<file path="src/hdl/lir_pkg.sv">
// shared constants and types for the linear interpolation resampler
`timescale 1ns / 1ps
`default_nettype none

package lir_pkg;

  // default geometry
  localparam int SAMPLE_WIDTH_DEF    = 16;
  localparam int PHASE_FRAC_BITS_DEF = 14;

  // phase step register
  localparam int              STEP_W     = 16;
  localparam logic [STEP_W-1:0] STEP_RESET = 16'd16384;

  // depth of the queue between front and back
  localparam int QUEUE_DEPTH = 2;

  typedef struct packed {
    logic full;
    logic empty;
  } lir_qstat_t;

endpackage

`default_nettype wire

</file>
<file path="src/hdl/lir_front.sv">
// front end: takes source samples, keeps sample history, builds queue entries
`timescale 1ns / 1ps
`default_nettype none

module lir_front
  import lir_pkg::*;
#(
  parameter int SAMPLE_WIDTH = SAMPLE_WIDTH_DEF
) (
  input  wire logic                           clk,
  input  wire logic                           rst,
  input  wire logic                           in_valid,
  output      logic                           in_stall,
  input  wire logic signed [SAMPLE_WIDTH-1:0] source_sample,
  input  wire lir_qstat_t                     qstat,
  output      logic                           push,
  output      logic        [SAMPLE_WIDTH-1:0] push_base,
  output      logic        [SAMPLE_WIDTH:0]   push_delta
);

  logic signed [SAMPLE_WIDTH-1:0] curr_sample_reg;

  assign in_stall = qstat.full;
  assign push     = in_valid && !qstat.full;

  // previous sample becomes the base, delta is new minus previous
  assign push_base  = curr_sample_reg;
  assign push_delta = {source_sample[SAMPLE_WIDTH-1], source_sample}
                    - {curr_sample_reg[SAMPLE_WIDTH-1], curr_sample_reg};

  always_ff @(posedge clk) begin
    if (rst) begin
      curr_sample_reg <= '0;
    end else if (push) begin
      curr_sample_reg <= source_sample;
    end
  end

endmodule

`default_nettype wire

</file>
<file path="src/hdl/lir_queue.sv">
// short fifo that decouples the front end from the interpolation engine
`timescale 1ns / 1ps
`default_nettype none

module lir_queue
  import lir_pkg::*;
#(
  parameter int DATA_W = 33
) (
  input  wire logic              clk,
  input  wire logic              rst,
  input  wire logic              push,
  input  wire logic [DATA_W-1:0] push_data,
  input  wire logic              pop,
  output      logic [DATA_W-1:0] head_data,
  output      lir_qstat_t        qstat
);

  localparam int PTR_W = (QUEUE_DEPTH > 1) ? $clog2(QUEUE_DEPTH) : 1;
  localparam int CNT_W = $clog2(QUEUE_DEPTH + 1);
  localparam logic [PTR_W-1:0] PTR_LAST = PTR_W'(QUEUE_DEPTH - 1);
  localparam logic [CNT_W-1:0] CNT_FULL = CNT_W'(QUEUE_DEPTH);

  logic [DATA_W-1:0] entries [QUEUE_DEPTH];
  logic [PTR_W-1:0]  wr_ptr;
  logic [PTR_W-1:0]  rd_ptr;
  logic [CNT_W-1:0]  count;
  logic              do_push;
  logic              do_pop;

  assign qstat.full  = (count == CNT_FULL);
  assign qstat.empty = (count == '0);
  assign do_push     = push && !qstat.full;
  assign do_pop      = pop && !qstat.empty;
  assign head_data   = entries[rd_ptr];

  always_ff @(posedge clk) begin
    if (do_push) begin
      entries[wr_ptr] <= push_data;
    end
  end

  always_ff @(posedge clk) begin
    if (rst) begin
      wr_ptr <= '0;
      rd_ptr <= '0;
      count  <= '0;
    end else begin
      if (do_push) begin
        wr_ptr <= (wr_ptr == PTR_LAST) ? '0 : wr_ptr + 1'b1;
      end
      if (do_pop) begin
        rd_ptr <= (rd_ptr == PTR_LAST) ? '0 : rd_ptr + 1'b1;
      end
      if (do_push && !do_pop) begin
        count <= count + 1'b1;
      end else if (do_pop && !do_push) begin
        count <= count - 1'b1;
      end
    end
  end

endmodule

`default_nettype wire

</file>
<file path="src/hdl/lir_back.sv">
// back end: phase accumulator, interpolation multiply and result register
`timescale 1ns / 1ps
`default_nettype none

module lir_back
  import lir_pkg::*;
#(
  parameter int SAMPLE_WIDTH    = SAMPLE_WIDTH_DEF,
  parameter int PHASE_FRAC_BITS = PHASE_FRAC_BITS_DEF
) (
  input  wire logic                           clk,
  input  wire logic                           rst,
  input  wire lir_qstat_t                     qstat,
  input  wire logic        [SAMPLE_WIDTH-1:0] head_base,
  input  wire logic        [SAMPLE_WIDTH:0]   head_delta,
  output      logic                           pop,
  input  wire logic                           cfg_valid,
  output      logic                           cfg_ready,
  input  wire logic        [STEP_W-1:0]       cfg_data,
  output      logic                           out_valid,
  input  wire logic                           out_stall,
  output      logic signed [SAMPLE_WIDTH-1:0] out_sample,
  output      logic                           last_of_run
);

  localparam int F       = PHASE_FRAC_BITS;
  localparam int PHASE_W = (((F + 1) > STEP_W) ? (F + 1) : STEP_W) + 1;
  localparam int PROD_W  = SAMPLE_WIDTH + F + 2;
  localparam logic [PHASE_W-1:0] PH_ONE   = PHASE_W'(1) << F;
  localparam logic [STEP_W-1:0]  STEP_MIN = STEP_W'(1) << (F - 6);

  logic [PHASE_W-1:0]      phase;
  logic [PHASE_W-1:0]      phase_next;
  logic [STEP_W-1:0]       phase_step;
  logic [PHASE_W-1:0]      phase_sum;
  logic                    phase_big;
  logic                    run_last;
  logic                    have_item;
  logic                    advance;
  logic                    issue;
  logic signed [PROD_W-1:0] prod;

  // stage one: registered product
  logic                    s1_valid;
  logic [SAMPLE_WIDTH-1:0] s1_base;
  logic [SAMPLE_WIDTH-1:0] s1_frac;
  logic                    s1_last;

  assign cfg_ready = 1'b1;

  assign advance   = !out_valid || !out_stall;
  assign have_item = !qstat.empty;
  assign phase_big = (phase >= PH_ONE);
  assign phase_sum = phase + PHASE_W'(phase_step);
  assign run_last  = (phase_sum >= PH_ONE);
  assign issue     = advance && have_item && !phase_big;
  assign pop       = advance && have_item && (phase_big || run_last);

  // base + floor(delta * phase / one), only the low sample bits matter
  assign prod = $signed(head_delta) * $signed({1'b0, phase[F-1:0]});

  always_comb begin
    phase_next = phase;
    if (advance && have_item) begin
      if (phase_big) begin
        phase_next = phase - PH_ONE;
      end else if (run_last) begin
        phase_next = phase_sum - PH_ONE;
      end else begin
        phase_next = phase_sum;
      end
    end
  end

  always_ff @(posedge clk) begin
    if (rst) begin
      phase      <= '0;
      phase_step <= STEP_RESET;
      s1_valid   <= 1'b0;
      out_valid  <= 1'b0;
    end else begin
      phase <= phase_next;
      if (cfg_valid && cfg_ready) begin
        phase_step <= (cfg_data < STEP_MIN) ? STEP_MIN : cfg_data;
      end
      if (advance) begin
        s1_valid  <= issue;
        out_valid <= s1_valid;
      end
    end
  end

  always_ff @(posedge clk) begin
    if (advance) begin
      s1_base     <= head_base;
      s1_frac     <= prod[F +: SAMPLE_WIDTH];
      s1_last     <= run_last;
      out_sample  <= s1_base + s1_frac;
      last_of_run <= s1_last;
    end
  end

endmodule

`default_nettype wire

</file>
<file path="src/hdl/linear_interp_resampler_core.sv">
// top level of the linear interpolation sample rate converter
// usage:
//   source samples enter on in_valid / in_stall / source_sample; a transfer
//   happens on a clock edge with in_valid high and in_stall low
//   results leave on out_valid / out_stall / out_sample / last_of_run;
//   last_of_run marks the final result produced for one source sample
//   phase_step (Q2.14 by default) is written on its own valid / ready
//   channel; ready is always high; steps below 1/64 are clamped to 1/64
// path of a sample: queue, stage-one product register, result register
// throughput: unless stalled or out of samples, the back end issues one result
//   per cycle through its single multiplier, up to 64 results per sample;
//   a two-entry queue lets the next samples be taken meanwhile
// reset (rst, synchronous): history and phase cleared, step = 1.0, queue and
//   pipeline emptied
// receiver stall: out_stall freezes the result register and the whole back
//   end; the queue then fills and in_stall rises
`timescale 1ns / 1ps
`default_nettype none

module linear_interp_resampler_core
  import lir_pkg::*;
#(
  parameter int SAMPLE_WIDTH    = SAMPLE_WIDTH_DEF,
  parameter int PHASE_FRAC_BITS = PHASE_FRAC_BITS_DEF
) (
  input  wire logic                           clk,
  input  wire logic                           rst,
  // source sample channel
  input  wire logic                           in_valid,
  output      logic                           in_stall,
  input  wire logic signed [SAMPLE_WIDTH-1:0] source_sample,
  // step register write channel
  input  wire logic                           phase_step_valid,
  output      logic                           phase_step_ready,
  input  wire logic        [STEP_W-1:0]       phase_step,
  // result channel
  output      logic                           out_valid,
  input  wire logic                           out_stall,
  output      logic signed [SAMPLE_WIDTH-1:0] out_sample,
  output      logic                           last_of_run
);

  // queue entry: base sample on top, signed delta below
  localparam int ENTRY_W = 2 * SAMPLE_WIDTH + 1;

  lir_qstat_t              qstat;
  logic                    push;
  logic [SAMPLE_WIDTH-1:0] push_base;
  logic [SAMPLE_WIDTH:0]   push_delta;
  logic [ENTRY_W-1:0]      head_data;
  logic                    pop;

  // front: history register and delta
  lir_front #(
    .SAMPLE_WIDTH (SAMPLE_WIDTH)
  ) u_front (
    .clk           (clk),
    .rst           (rst),
    .in_valid      (in_valid),
    .in_stall      (in_stall),
    .source_sample (source_sample),
    .qstat         (qstat),
    .push          (push),
    .push_base     (push_base),
    .push_delta    (push_delta)
  );

  // decoupling queue
  lir_queue #(
    .DATA_W (ENTRY_W)
  ) u_queue (
    .clk       (clk),
    .rst       (rst),
    .push      (push),
    .push_data ({push_base, push_delta}),
    .pop       (pop),
    .head_data (head_data),
    .qstat     (qstat)
  );

  // back: phase walk, multiply, result register
  lir_back #(
    .SAMPLE_WIDTH    (SAMPLE_WIDTH),
    .PHASE_FRAC_BITS (PHASE_FRAC_BITS)
  ) u_back (
    .clk         (clk),
    .rst         (rst),
    .qstat       (qstat),
    .head_base   (head_data[ENTRY_W-1 -: SAMPLE_WIDTH]),
    .head_delta  (head_data[SAMPLE_WIDTH:0]),
    .pop         (pop),
    .cfg_valid   (phase_step_valid),
    .cfg_ready   (phase_step_ready),
    .cfg_data    (phase_step),
    .out_valid   (out_valid),
    .out_stall   (out_stall),
    .out_sample  (out_sample),
    .last_of_run (last_of_run)
  );

endmodule

`default_nettype wire

</file>
<file path="config.mk">
export PLATFORM = sky130hd
export DESIGN_NAME = linear_interp_resampler_core
export DESIGN_NICKNAME = d
export VERILOG_FILES = /design/src/hdl/lir_pkg.sv /design/src/hdl/lir_front.sv /design/src/hdl/lir_queue.sv /design/src/hdl/lir_back.sv /design/src/hdl/linear_interp_resampler_core.sv
export SDC_FILE = /design/constraint.sdc
export NUM_CORES = 1
export LEC_CHECK = 0
export BUFFER_PORTS_ARGS = -buffer_cell sky130_fd_sc_hd__clkbuf_2
export CORE_AREA = 2 2 208 210
export CTS_CLUSTER_DIAMETER = 150
export CTS_CLUSTER_SIZE = 12
export DETAILED_ROUTE_END_ITERATION = 7
export DIE_AREA = 0 0 210 212
export SETUP_SLACK_MARGIN = 0.1
export SLEW_MARGIN = 30
export SYNTH_ARGS = -nofsm -noshare
export SYNTH_HDL_FRONTEND = slang
export SYNTH_SLANG_ARGS = --single-unit
</file>
<file path="constraint.sdc">
create_clock -name clk -period 9.6 [get_ports clk]
set_clock_uncertainty 0.05 [all_clocks]
set_input_delay 0.96 -clock clk [delete_from_list [all_inputs] [get_ports clk]]
set_output_delay 0.96 -clock clk [all_outputs]
set_load 0.005 [all_outputs]
</file>
==> After elaboration in Yosys (flattened, before gate mapping) <==
Memory sizes are Yosys's and may differ from the RTL's. A register that Yosys moved wholly into a read port is not among the register bits.
Index checks and enable logic that the tools add are counted.
{ "op_classes": {"add_sub_neg": 9, "multipliers": 1, "div": 0, "n_lt_le_gt_ge": 3, "eq_ne": 1, "shift": 0, "mux": 11, "bitwise_logic": 0, "n_reduce_logical": 19} }
{ "ops": {"columns": ["operator", "n"], "rows": [
  [">= comparator 17 x 15 -> 1 bit, second input constant", 2],
  ["two-way mux 17 bit", 2],
  ["subtractor 17 x 15 -> 17 bit, second input constant", 2],
  ["multiplier 17 x 15 -> 30 bit", 1],
  ["adder 17 x 16 -> 17 bit", 1],
  ["subtractor 16 x 16 -> 17 bit", 1],
  ["adder 16 bit", 1],
  ["less-than comparator 16 x 9 -> 1 bit, second input constant", 1],
  ["two-way mux 16 bit", 1],
  ["logical AND 1 bit", 8],
  ["zero test 1 bit", 7],
  ["two-way mux 1 bit", 6],
  ["two-way mux 2 bit", 2],
  ["adder 1 bit, second input constant", 2],
  ["adder 2 x 1 -> 2 bit, second input constant", 1],
  ["== test 2 bit, second input constant", 1],
  ["zero test 2 bit", 1],
  ["logical OR 1 bit", 2],
  ["nonzero test 2 bit", 1],
  ["subtractor 2 x 1 -> 2 bit, second input constant", 1]
]} }
{ "totals": {"regBits": 105, "latchBits": 0, "ramBits": 66, "rom_bits": 0, "output_inout_bits": 20, "elab_cells": 58, "memories": 1} }
{ "memory_table": {"columns": ["memory", "words", "word_bits", "read_ports", "rd_ports_with_merged_regs", "wr", "line_no", "rtl"], "rows": [
  ["u_queue.entries", 2, 33, 1, 1, 1, "lir_queue.sv:24", "logic [DATA_W-1:0] entries [QUEUE_DEPTH];"]
]} }

==> Longest topological paths before layout <==
Gate-level depths: netlist of run 1.
{ "logic_depth": {"ltp_word": 8, "depth_mapped": 29, "depth_no_buf": 25} }

==> Cells and area by module <==
From an unflattened synthesis of run 1, not the netlist that was laid out.
{ "hier_totals": {"cells_unflattened": 1678, "area_unflattened_um2": 16937.5} }
{ "modules_own_cells": {"columns": ["mod", "instances", "cells_each", "area_per_inst_um2", "seq_area_each_um2"], "rows": [
  ["lir_back", 1, 1367, 12943.7, 2202.1],
  ["lir_queue", 1, 128, 2591.2, 2082.0],
  ["lir_front", 1, 183, 1402.6, 320.3]
]} }

==> Worst setup path after synthesis of run 1 <==
Ideal clock, no wire load.
{ "synth_path": {"path_type": "register -> register", "startpoint": "reg (tool-made name)", "endpoint": "reg u_back.s1_frac[15] (data pin)", "setup_time_ns": 0.263, "arrival_time_ns": 7.247, "t_required_ns": 9.287, "path_slack_ns": 2.041, "stages_incl_launch_ff": 29, "path_cell_list": "dfxtp_1 > buf_2 > clkbuf_1 > buf_1 > mux2_2 > clkbuf_1 > and2_1 > fa_1 > inv_1 > fa_1 > inv_1 > fa_1 > inv_1 > fa_1 > inv_1 > fa_1 > inv_1 > fa_1 > inv_1 > ha_1 > o211ai_1 > o311ai_1 > a31oi_1 > o32ai_1 > nand4_1 > a31oi_1 > nand3_1 > a311oi_1 > xnor2_1"} }
{ "synth_lines": {"columns": ["element", "line_no", "rtl"], "rows": [
  ["to (signal assigned)", "lir_back.sv:96", "s1_frac <= prod[F +: SAMPLE_WIDTH];"],
  ["to (decl)", "lir_back.sv:46", "logic [SAMPLE_WIDTH-1:0] s1_frac;"]
]} }

==> results of run 1 <==
==> layout make-up <==
type / count / area (µm²) / area share
sequential: 172 / 4610 / 0.261
timing repair buffer: 67 / 365 / 0.0207
clock inverter: 15 / 134 / 0.00759
inverter: 267 / 1000 / 0.0568
tap: 546 / 683 / 0.0387
multi-input combinational: 1090 / 10400 / 0.591
clock buffer: 17 / 425 / 0.0241
==> worst paths after layout <==
| path | slack, ps | from | depth (start not counted) | to |
|---|---|---|---|---|
| worst max-delay path | 1670 | flip-flop | 24 | u_back.s1_frac[15] |
| worst min-delay path | 370 | u_back.s1_last | 0 | u_back.last_of_run |
| worst max register to register | 1670 | flip-flop | 24 | u_back.s1_frac[15] |
| worst min register to register | 370 | u_back.s1_last | 0 | u_back.last_of_run |
==> logic make-up after synthesis <==
group	after synthesis	synth area share
xor gates and xnor gates	66	0.0364
buffers and inverters	324	0.0752
AOI/OAI and AO/OA	159	0.0625
and+or+nand+nor	479	0.147
DFF	172	0.283
adders and majority gates	343	0.367
other	1	0.000231
muxes	42	0.0285
==> worst max-delay path, stage by stage (launching register included) <==
cell and delay [ps]:
dfxtp_1 630, buf_4 400, mux2_2 530, and2_1 240, fa_1 550, inv_1 60, fa_1 530, inv_1 50
fa_1 480, fa_1 500, fa_1 490, inv_1 50, fa_1 480, inv_1 40, ha_1 280, nand4_1 100
nor2_1 110, a311o_1 190, a31oi_1 190, o32ai_1 580, nand4_1 230, a31oi_1 320, nand3_1 190, a311oi_1 300
xnor2_1 100
==> layer usage <==
| layer | GRT usage | up-vias | part of all wire |
|---|---|---|---|
| li1 | - | 5130 | - |
| met1 | 0.225 | 5444 | 0.45 |
| met2 | 0.303 | 160 | 0.50 |
| met3 | 0.0306 | 44 | 0.035 |
| met4 | 0.0509 | 0 | 0.021 |
| met5 | 0 | - | 0 |
==> sequential cells by signal, summed over array words and instances (netlist names), named ones only <==
name	count
u_front.push_base	16
u_back.phase	17
u_back.s1_frac	16
u_back.last_of_run	1
u_back.s1_last	1
u_queue.rd_ptr	1
u_queue.wr_ptr	1
u_back.out_valid	1
u_back.s1_base	16
u_back.out_sample	16
u_queue.entries	66
u_back.phase_step	16
u_queue.count	2
u_back.s1_valid	1
==> cells in the final DEF (no fill, tap or decap), types with 12 or more instances in the layout <==
| cell | count |
|---|---|
| ha_1 | 121 |
| inv_1 | 266 |
| fa_1 | 222 |
| nand2_1 | 162 |
| mux2_2 | 32 |
| nand3_1 | 20 |
| a21oi_1 | 68 |
| dfxtp_1 | 54 |
| buf_4 | 12 |
| xor2_1 | 20 |
| o21ai_1 | 15 |
| nor3_1 | 16 |
| edfxtp_1 | 116 |
| nor2_1 | 73 |
| and2_1 | 132 |
| nor2b_1 | 30 |
| xnor2_1 | 45 |
| clkbuf_16 | 17 |
| clkbuf_2 | 55 |
==> synth_stat cells (30+ instances only) <==
cell type  count
inv_1        266
fa_1         222
nand2_1      163
and2_1       132
ha_1         121
edfxtp_1     116
nor2_1        74
a21oi_1       68
dfxtp_1       56
clkbuf_1      51
xnor2_1       45
mux2_2        32
nor2b_1       30
==> power by group through the flow <==
| stage | logic, mW | clock network [mW] | registers [mW] |
|---|---|---|---|
| after CTS | 3.30 | 0.684 | 1.29 |
| final | 3.26 | 0.664 | 1.29 |
| after detailed placement | 3.29 | 0 | 1.30 |
| after floorplan | 2.46 | 0 | 1.21 |
| after global routing | 3.73 | 0.708 | 1.31 |
| after global placement | 3.22 | 0 | 1.30 |
==> stage by stage <==
stage               std cells  setup WS [ps]
global route             2174           1220
CTS                      2174           1660
detailed placement       2142           1670
finish                   2174           1670
global placement         2142           1840
floorplan                1586           2040
==> results by group, run 1 <==
Placement
  • Post-DP Area: 0.0171 mm²
  • Weighted congestion at the end of routability-driven global placement: 0.816
  • IO buf count: 55
  • Detailed placement HPWL: 27.5 mm

Clock tree
  • Cell chosen for the clock root: clkbuf_16
  • Clock transition at path regs: 70 ps
  • Clock insertion delay at the later pin of the skew report: 440 ps
  • Maximum level of the CTS H-tree: 4
  • TritonCTS clock tree: done
  • Hold-fix buffer count after cts: 0
  • Maximum clock insertion buffer count: 2
  • Number of buffers inserted to repair setup after CTS: 0
  • Clock net sink count: 172
  • CTS Buf Count: 17
  • Count of cells resized by post-cts repair: 0

Worst setup path
  • CP required: 9740 ps
  • Worst endpoint data arrival time: 8070 ps
  • Critical path class: flip-flop to flip-flop
  • Crit Path Max Fanout: 23
  • Crit start category: flip-flop
  • Capturing element type of the critical path: flip-flop

Power
  • Pwr per Cell Area: 295 mW/mm²
  • Sw Share: 0.456
  • IR Drop Worst-Case VDD: 226 µV
  • Internal Power: 2.84 mW
  • Portion of total power attributed to the clock network: 0.127
  • Sequential power share: 0.247
  • Switching power of the nets: 2.37 mW
  • Combinational group share of total power: 0.626
  • Leakage power: 8.19 nW
  • Overall power consumption: 5.21 mW

Hold path
  • Type of the most critical hold path: flip-flop to flip-flop

Synth
  • Cell area after technology mapping: 0.0162 mm²
  • Async S/R FF share, synth: 0
  • Area leader, netlist: fa_1
  • Number of warnings issued by yosys: 0
  • Most instantiated flip-flop cell in the synthesis netlist: edfxtp_1
  • Mean instance size in the synthesized netlist: 10.2 µm²
  • Proportion of netlist area held by the largest area contributor: 0.274
  • Synth unique cells: 62
  • Post-synthesis sequential area ratio: 0.283
  • Number of cells produced by synthesis: 1,586
  • Post-synth EDFFs: 116
  • Cell types with the largest area share after synthesis: fa_1 (27%), edfxtp_1 (21%), ha_1 (9.3%)
  • Count of state elements after synthesis: 172
  • Total nets after synthesis: 1,966

Run
  • Max cap viols: 0

Timing
  • Minimum hold slack: 374 ps
  • Final setup violating endpoints: 0
  • Final worst-path cycle share: 0.826
  • Fin Setup TNS: 0 ps
  • Minimum period implied by the final worst setup slack: 7930 ps
  • Max-slew violation count: 0
  • Maximum frequency from static timing analysis: 126 MHz
  • Worst slew pin tran: 1030 ps
  • Setup repair after global routing missed its margin: no
  • Final hold violation count: 0
  • Worst slew margin relative to its limit: 0.315

Die
  • Effective utilization at floorplan: 0.382
  • # IOs: 57
  • Cell row count: 76
  • Die outline area: 0.0445 mm²
  • Die boundary width: 210 µm
  • Vertical die dimension: 212 µm
  • Core Region: 0.0425 mm²

Global route
  • Pin count of the biggest net entering global routing: 59
  • Global-route wire length before repair: 60.5 mm
  • Antenna violations before repair: 0
  • Remaining Overflow, GRT: 0
  • Via count of the first global-routing pass: 11,544
  • Total Routing Usage GR: 0.175

Drt
  • Post-route DRC: 0
  • Number of nets still failing antenna checks after routing: 0
  • Drt initial violations: 546
  • Vias after detailed routing: 10,778
  • Routed WL: 36.4 mm
  • Via count normalized by instance count: 4.96
  • Routed length per placed instance: 16.7 µm
  • DR pass1 iterations: 4

Run status
  • Status: finished clean

Finish
  • Number of antenna diodes: 0
  • Nets: 1,995
  • Share of post-route cells with drive strength above 1: 0.0860
  • Area added between synthesis and finish: 8.60%
  • Utilization after layout: 0.415
  • Non-Filler Cell Area, Final: 0.0176 mm²
  • Count of fill cells added during filler insertion: 4,116
Note: power is estimated with default switching activity, not from simulation.
==> run 2, diff against run 1 <==
==> constraint.sdc (replaced) <==
create_clock -name clk -period 6.6 [get_ports clk]
set_clock_uncertainty 0.05 [all_clocks]
set_input_delay 0.66 -clock clk [delete_from_list [all_inputs] [get_ports clk]]
set_output_delay 0.66 -clock clk [all_outputs]
set_load 0.005 [all_outputs]
==> run 2 against run 1 <==
The flow now finishes with violations (negative setup slack). Clock-buffer cell count increased by 1. Critical path depth grew 2. Sequential share of layout area down 1.4 points. Combinational power rose by 63%. Clock power grew 52%. Non-clock buffer count is 86 higher.
==> results by group, run 2 (same netlist as run 1, synthesis figures left out) <==
Placement
  • Post-DP Area: 0.0177 mm² (was 0.0171 mm²)
  • Cells after DPL: 2,217 (was 2,142)
  • Worst Setup Slack post-DPL: -630 ps (was 1670 ps)
  • Weighted congestion at the end of routability-driven global placement: 0.876 (was 0.816)
  • IO buf count: 55 (unchanged)
  • Detailed placement HPWL: 29.7 mm (was 27.5 mm)

Drt
  • Via count normalized by instance count: 4.92 (was 4.96)
  • Routed length per placed instance: 16.4 µm (was 16.7 µm)
  • Vias after detailed routing: 11,118 (was 10,778)
  • Post-route DRC: 0 (unchanged)
  • Highest signal layer in the routed design: met4 (unchanged)
  • Number of nets still failing antenna checks after routing: 0 (unchanged)
  • Wire length on met1: 17.3 mm (was 16.3 mm)
  • Routed WL: 37.2 mm (was 36.4 mm)
  • Total met3 wirelength after detailed routing: 999 µm (was 1.28 mm)
  • DR pass1 iterations: 4 (unchanged)
  • Detail Route met2 WL: 18.5 mm (was 18.0 mm)
  • Drt initial violations: 465 (was 546)

Clock tree
  • CTS Buf Count: 17 (unchanged)
  • Clock insertion delay at the later pin of the skew report: 470 ps (was 440 ps)
  • Cell chosen for the clock root: clkbuf_16 (unchanged)
  • Clock net sink count: 172 (unchanged)
  • TritonCTS clock tree: done (unchanged)
  • Maximum clock insertion buffer count: 2 (unchanged)
  • Maximum level of the CTS H-tree: 4 (unchanged)
  • Clock transition at path regs: 90 ps (was 70 ps)

Finish
  • Area added between synthesis and finish: 14.8% (was 8.60%)
  • Flip-flop count of the largest register, all copies and words added: 66 (unchanged)
  • Commonest non-fill, non-tap cell in the layout: inv_1 (unchanged)
  • Count of fill cells added during filler insertion: 4,014 (was 4,116)
  • Number of antenna diodes: 0 (unchanged)
  • Largest Register: u_queue.entries (unchanged)
  • Utilization after layout: 0.439 (was 0.415)
  • Top Registers: u_queue.entries: 66 flops, u_back.phase: 17 flops (unchanged)
  • Share of post-route cells with drive strength above 1: 0.155 (was 0.0860)
  • Commonest non-fill, non-tap cells in the layout: inv_1 (262), fa_1 (221), nand2_1 (160) (was inv_1 (266), fa_1 (222), nand2_1 (162))
  • Nets: 2,081 (was 1,995)
  • Non-Filler Cell Area, Final: 0.0186 mm² (was 0.0176 mm²)
  • Final Non-Filler Cells: 2,260 (was 2,174)

Timing
  • Minimum period implied by the final worst setup slack: 6710 ps (was 7930 ps)
  • Final hold violation count: 0 (unchanged)
  • Maximum frequency from static timing analysis: 149 MHz (was 126 MHz)
  • Setup repair after global routing missed its margin: yes (was no)
  • Max-slew violation count: 0 (unchanged)
  • Final worst-path cycle share: 1.02 (was 0.826)
  • Final setup violating endpoints: 5 (was 0)
  • Worst slew margin relative to its limit: 0.452 (was 0.315)
  • Worst slew pin tran: 822 ps (was 1030 ps)
  • PnR worst setup slack: -107 ps (was 1670 ps)

Worst setup path
  • Critical Path Sink: u_back.s1_frac[14] (was u_back.s1_frac[15])
  • Critical path class: flip-flop to flip-flop (unchanged)
  • Capturing element type of the critical path: flip-flop (unchanged)
  • Logic depth of the worst register-to-register path: 26 (was 24)
  • Crit start category: flip-flop (unchanged)
  • Worst endpoint data arrival time: 6870 ps (was 8070 ps)
  • Worst flop-to-flop path endpoint: u_back.s1_frac[14] (was u_back.s1_frac[15])
  • Crit-path max cell delay: 520 ps (was 630 ps)
  • Crit Path Max Fanout: 8 (was 23)
  • Internal reg-to-reg setup slack: -110 ps (was 1670 ps)
  • Worst path most repeated cell: fa_1 (unchanged)
  • CP required: 6770 ps (was 9740 ps)
  • CP max stage cell: fa_1 (was dfxtp_1)

Global route
  • Antenna violations before repair: 0 (unchanged)
  • Total Routing Usage GR: 0.180 (was 0.175)
  • Pin count of the biggest net entering global routing: 51 (was 59)
  • Remaining Overflow, GRT: 0 (unchanged)
  • Global-route wire length before repair: 61.9 mm (was 60.5 mm)
  • Via count of the first global-routing pass: 11,938 (was 11,544)

Run
  • Max cap viols: 0 (unchanged)

Die
  • Cell row count: 76 (unchanged)
  • Die boundary width: 210 µm (unchanged)
  • Vertical die dimension: 212 µm (unchanged)
  • Core Region: 0.0425 mm² (unchanged)
  • Die outline area: 0.0445 mm² (unchanged)
  • # IOs: 57 (unchanged)
  • Effective utilization at floorplan: 0.382 (unchanged)

Power
  • Leakage power: 8.72 nW (was 8.19 nW)
  • IR Drop Worst-Case VDD: 259 µV (was 226 µV)
  • Overall power consumption: 8.19 mW (was 5.21 mW)
  • Pwr per Cell Area: 439 mW/mm² (was 295 mW/mm²)

Run status
  • Status: finished, violations left (was finished clean)
  • Violated checks: negative setup slack

Hold path
  • Type of the most critical hold path: input port to flip-flop (was flip-flop to flip-flop)
## run 2: repair_timing
item	CTS	global route
pin swaps	14	20
gates resized for setup	23	37
hold buffers	0	0
setup endpoints to repair	11	11
endpoints found under the hold margin	0	0
setup buffers	4	7
## run 2: per-layer routing
metal  track usage  vias to the layer above
li1              -                     5302
met1         0.236                     5645
met3        0.0244                       21
met5             0                        -
met2         0.317                      150
met4        0.0401                        0
## run 2: worst min path at each step
stage / from / endpoint / slack, ps / cells after the start
2_1_floorplan: u_back.s1_last / u_back.last_of_run / 350 / 0
3_3_place_gp: u_back.s1_last / u_back.last_of_run / 370 / 0
3_5_place_dp: u_back.s1_last / u_back.last_of_run / 360 / 0
4_1_cts: phase_step[14] / u_back.phase_step[14] / 350 / 2
5_1_grt: phase_step[14] / u_back.phase_step[14] / 380 / 2
6_report: phase_step[14] / u_back.phase_step[14] / 370 / 2
## run 2: layout make-up
class                           count  area [µm²]  area share
Sequential cell                   172        4610       0.247
Timing Repair Buffer              153        1050      0.0565
Clock buffer                       18         439      0.0236
Tap cell                          546         683      0.0366
Inverter                          267        1000      0.0537
Clock inverter                     14         144     0.00772
Multi-Input combinational cell   1090       10700       0.575
## run 2: critical path, delay by kind of cell, from the launching register on
family          cells  cell delay [ps]
fa+ha+maj           7             3190
compound gates      6             1310
simple gates        3              540
buf+inv             8              530
flops               1              430
mux                 1              320
xor+xnor            1               80
## run 2: where the power goes
part           leakage (nW)  internal (mW)  switching, mW
Sequential             1.62           1.64          0.219
Clock                 0.287          0.512          0.495
Combinational          6.81           2.39           2.93
Total                  8.72           4.54           3.64
## run 2: stage by stage
step | hold slack [ps] | setup TNS (ps)
floorplan | 350 | -47.8
global placement | 370 | -2230
detailed placement | 359 | -2820
CTS | 345 | -465
global route | 377 | -1980
finish | 373 | -345
==> run 3, diff against run 2 <==
--- a/config.mk
+++ b/config.mk
@@ -16,3 +16,4 @@
 export SYNTH_ARGS = -nofsm -noshare
 export SYNTH_HDL_FRONTEND = slang
 export SYNTH_SLANG_ARGS = --single-unit
+export TNS_END_PERCENT = 30
==> run 3 against run 2 <==
The run still ends with negative setup slack left. Final area decreased by 0.60%. Cell count decreased by 0.18%. Register-to-register slack about the same. Highest routed layer unchanged. Clock power about the same.
==> results by group, run 3 (same netlist as run 1, synthesis figures left out) <==
Run status
  • Status: finished, violations left (unchanged)
  • Violated checks: negative setup slack (unchanged)

Timing
  • Maximum frequency from static timing analysis: 149 MHz (about the same)
  • Final hold violation count: 0 (unchanged)
  • Setup repair after global routing missed its margin: yes (unchanged)
  • Worst slew pin tran: 808 ps (was 822 ps)
  • Final setup violating endpoints: 2 (was 5)
  • Final worst-path cycle share: 1.01 (was 1.02)
  • Worst slew margin relative to its limit: 0.462 (was 0.452)
  • Fin Setup TNS: -172 ps (was -345 ps)
  • Max-slew violation count: 0 (unchanged)
  • Minimum period implied by the final worst setup slack: 6690 ps (was 6710 ps)
  • PnR worst setup slack: -93.0 ps (was -107 ps)

Clock tree
  • Clock transition at path regs: 90 ps (about the same)
  • Cell chosen for the clock root: clkbuf_16 (unchanged)
  • TritonCTS clock tree: done (unchanged)
  • Maximum level of the CTS H-tree: 4 (unchanged)
  • Maximum clock insertion buffer count: 2 (unchanged)
  • Clock insertion delay at the later pin of the skew report: 470 ps (about the same)
  • Hold-fix buffer count after cts: 0 (unchanged)
  • CTS Buf Count: 17 (unchanged)
  • Clock net sink count: 172 (unchanged)

Global route
  • Global-route wire length before repair: 61.9 mm (unchanged)
  • Pin count of the biggest net entering global routing: 51 (unchanged)
  • Total Routing Usage GR: 0.180 (unchanged)
  • Antenna violations before repair: 0 (unchanged)
  • Remaining Overflow, GRT: 0 (unchanged)
  • Via count of the first global-routing pass: 11,947 (was 11,938)

Power
  • Internal Power: 4.47 mW (was 4.54 mW)
  • Pwr per Cell Area: 435 mW/mm² (was 439 mW/mm²)
  • Leakage power: 8.69 nW (was 8.72 nW)
  • IR Drop Worst-Case VDD: 260 µV (was 259 µV)
  • Overall power consumption: 8.07 mW (was 8.19 mW)
  • Sequential power share: 0.230 (was 0.227)
  • Portion of total power attributed to the clock network: 0.125 (was 0.123)
  • Sw Share: 0.446 (was 0.445)
  • Combinational group share of total power: 0.645 (was 0.650)
  • Switching power of the nets: 3.59 mW (was 3.64 mW)

Drt
  • Routed length per placed instance: 16.4 µm (about the same)
  • Vias after detailed routing: 11,126 (was 11,118)
  • DR pass1 iterations: 4 (unchanged)
  • Number of nets still failing antenna checks after routing: 0 (unchanged)
  • Via count normalized by instance count: 4.93 (was 4.92)
  • Drt initial violations: 538 (was 465)
  • Post-route DRC: 0 (unchanged)
  • Routed WL: 37.1 mm (was 37.2 mm)

Placement
  • Detailed placement HPWL: 29.7 mm (unchanged)
  • Weighted congestion at the end of routability-driven global placement: 0.876 (unchanged)
  • Cells after DPL: 2,217 (unchanged)
  • IO buf count: 55 (unchanged)

Finish
  • Top Registers: u_queue.entries: 66 flops, u_back.phase: 17 flops (unchanged)
  • Number of antenna diodes: 0 (unchanged)
  • Flip-flop count of the largest register, all copies and words added: 66 (unchanged)
  • Largest Register: u_queue.entries (unchanged)
  • Share of post-route cells with drive strength above 1: 0.147 (was 0.155)
  • Area added between synthesis and finish: 14.1% (was 14.8%)
  • Commonest non-fill, non-tap cells in the layout: inv_1 (264), fa_1 (221), nand2_1 (160) (was inv_1 (262), fa_1 (221), nand2_1 (160))
  • Count of fill cells added during filler insertion: 4,029 (was 4,014)
  • Nets: 2,077 (was 2,081)
  • Final Non-Filler Cells: 2,256 (was 2,260)
  • Commonest non-fill, non-tap cell in the layout: inv_1 (unchanged)
  • Utilization after layout: 0.436 (was 0.439)

Worst setup path
  • Crit start category: flip-flop (unchanged)
  • Worst endpoint data arrival time: 6860 ps (was 6870 ps)
  • Capturing element type of the critical path: flip-flop (unchanged)
  • Logic depth of the worst register-to-register path: 25 (was 26)
  • Crit Path Max Fanout: 8 (unchanged)
  • CP required: 6770 ps (about the same)
  • Critical path class: flip-flop to flip-flop (unchanged)
  • Internal reg-to-reg setup slack: -90 ps (was -110 ps)
  • Worst flop-to-flop path endpoint: u_back.s1_frac[14] (unchanged)

Die
  • Vertical die dimension: 212 µm (unchanged)
  • Core Region: 0.0425 mm² (unchanged)
  • Die boundary width: 210 µm (unchanged)
  • Cell row count: 76 (unchanged)
  • Effective utilization at floorplan: 0.382 (unchanged)
  • # IOs: 57 (unchanged)
  • Die outline area: 0.0445 mm² (unchanged)

Run
  • Max cap viols: 0 (unchanged)

Hold path
  • Type of the most critical hold path: input port to flip-flop (unchanged)
  • Hold Path End: u_back.phase_step[14] (unchanged)
  • Hold Crit Depth: 2 (unchanged)
  • Hold_sp: phase_step[14] (unchanged)
## run 3: how the worst max path moves through the flow
stage	start	to	slack [ps]	depth (start not counted)
floorplan	flip-flop	u_back.s1_frac[15]	-50	28
global placement	flip-flop	u_back.s1_frac[15]	-500	25
detailed placement	flip-flop	u_back.s1_frac[15]	-630	25
CTS	flip-flop	u_back.s1_frac[15]	-180	25
global route	flip-flop	u_back.s1_frac[14]	-360	26
finish	flip-flop	u_back.s1_frac[14]	-90	25
## run 3: final cells by class
class | instances | area, µm² | area share
clock buffer | 18 | 439 | 0.0237
timing repair buffer | 149 | 1010 | 0.0546
inverter | 267 | 1000 | 0.0541
multi-input combinational | 1090 | 10600 | 0.574
sequential | 172 | 4610 | 0.249
tap | 546 | 683 | 0.0369
clock inverter | 14 | 144 | 0.00776
## run 3: layer usage
layer  vias up  global-route usage  wire length, µm
li1       5303                   -                -
met1      5642               0.236            17000
met2       158               0.317            18500
met3        23              0.0244             1190
met4         0              0.0401              389
met5         -                   0                0
## run 3: per-stage QoR
step           area, µm²  worst slack [ps]  hold slack [ps]
6_report           18500             -93.0              372
5_1_grt            18500              -355              377
4_1_cts            18400              -175              345
3_5_place_dp       17700              -630              359
3_3_place_gp       17700              -503              370
2_1_floorplan      16300             -47.8              350
## run 3: worst max-delay path, cell delays in order, from the launching register on
cell	delay, ps
dfxtp_4	430
buf_6	130
mux2_4	320
and2_1	180
fa_1	540
inv_1	60
fa_1	530
inv_1	50
fa_1	450
ha_1	300
fa_1	480
inv_1	50
fa_1	470
inv_1	60
ha_4	270
a211oi_2	70
and3_1	190
o311ai_4	320
a31oi_4	160
o32ai_4	300
nand4_1	230
a31oi_4	300
nand3_2	130
buf_6	150
a31oi_4	120
xor2_1	80
## run 3: power by group through the flow
stage                     logic, mW  registers [mW]  clock network (mW)
final                          5.20            1.86                1.01
after floorplan                3.64            1.75                   0
after detailed placement       5.05            1.87                   0
after CTS                      5.15            1.85                1.04
after global placement         4.92            1.87                   0
after global routing           5.96            1.88                1.07
## run 3: timing repair
item	CTS	global route
setup endpoints to repair	11	11
gates cloned	0	0
pin swaps	14	12
resized for setup	23	18
hold endpoints to repair	0	0
setup buffers	4	3
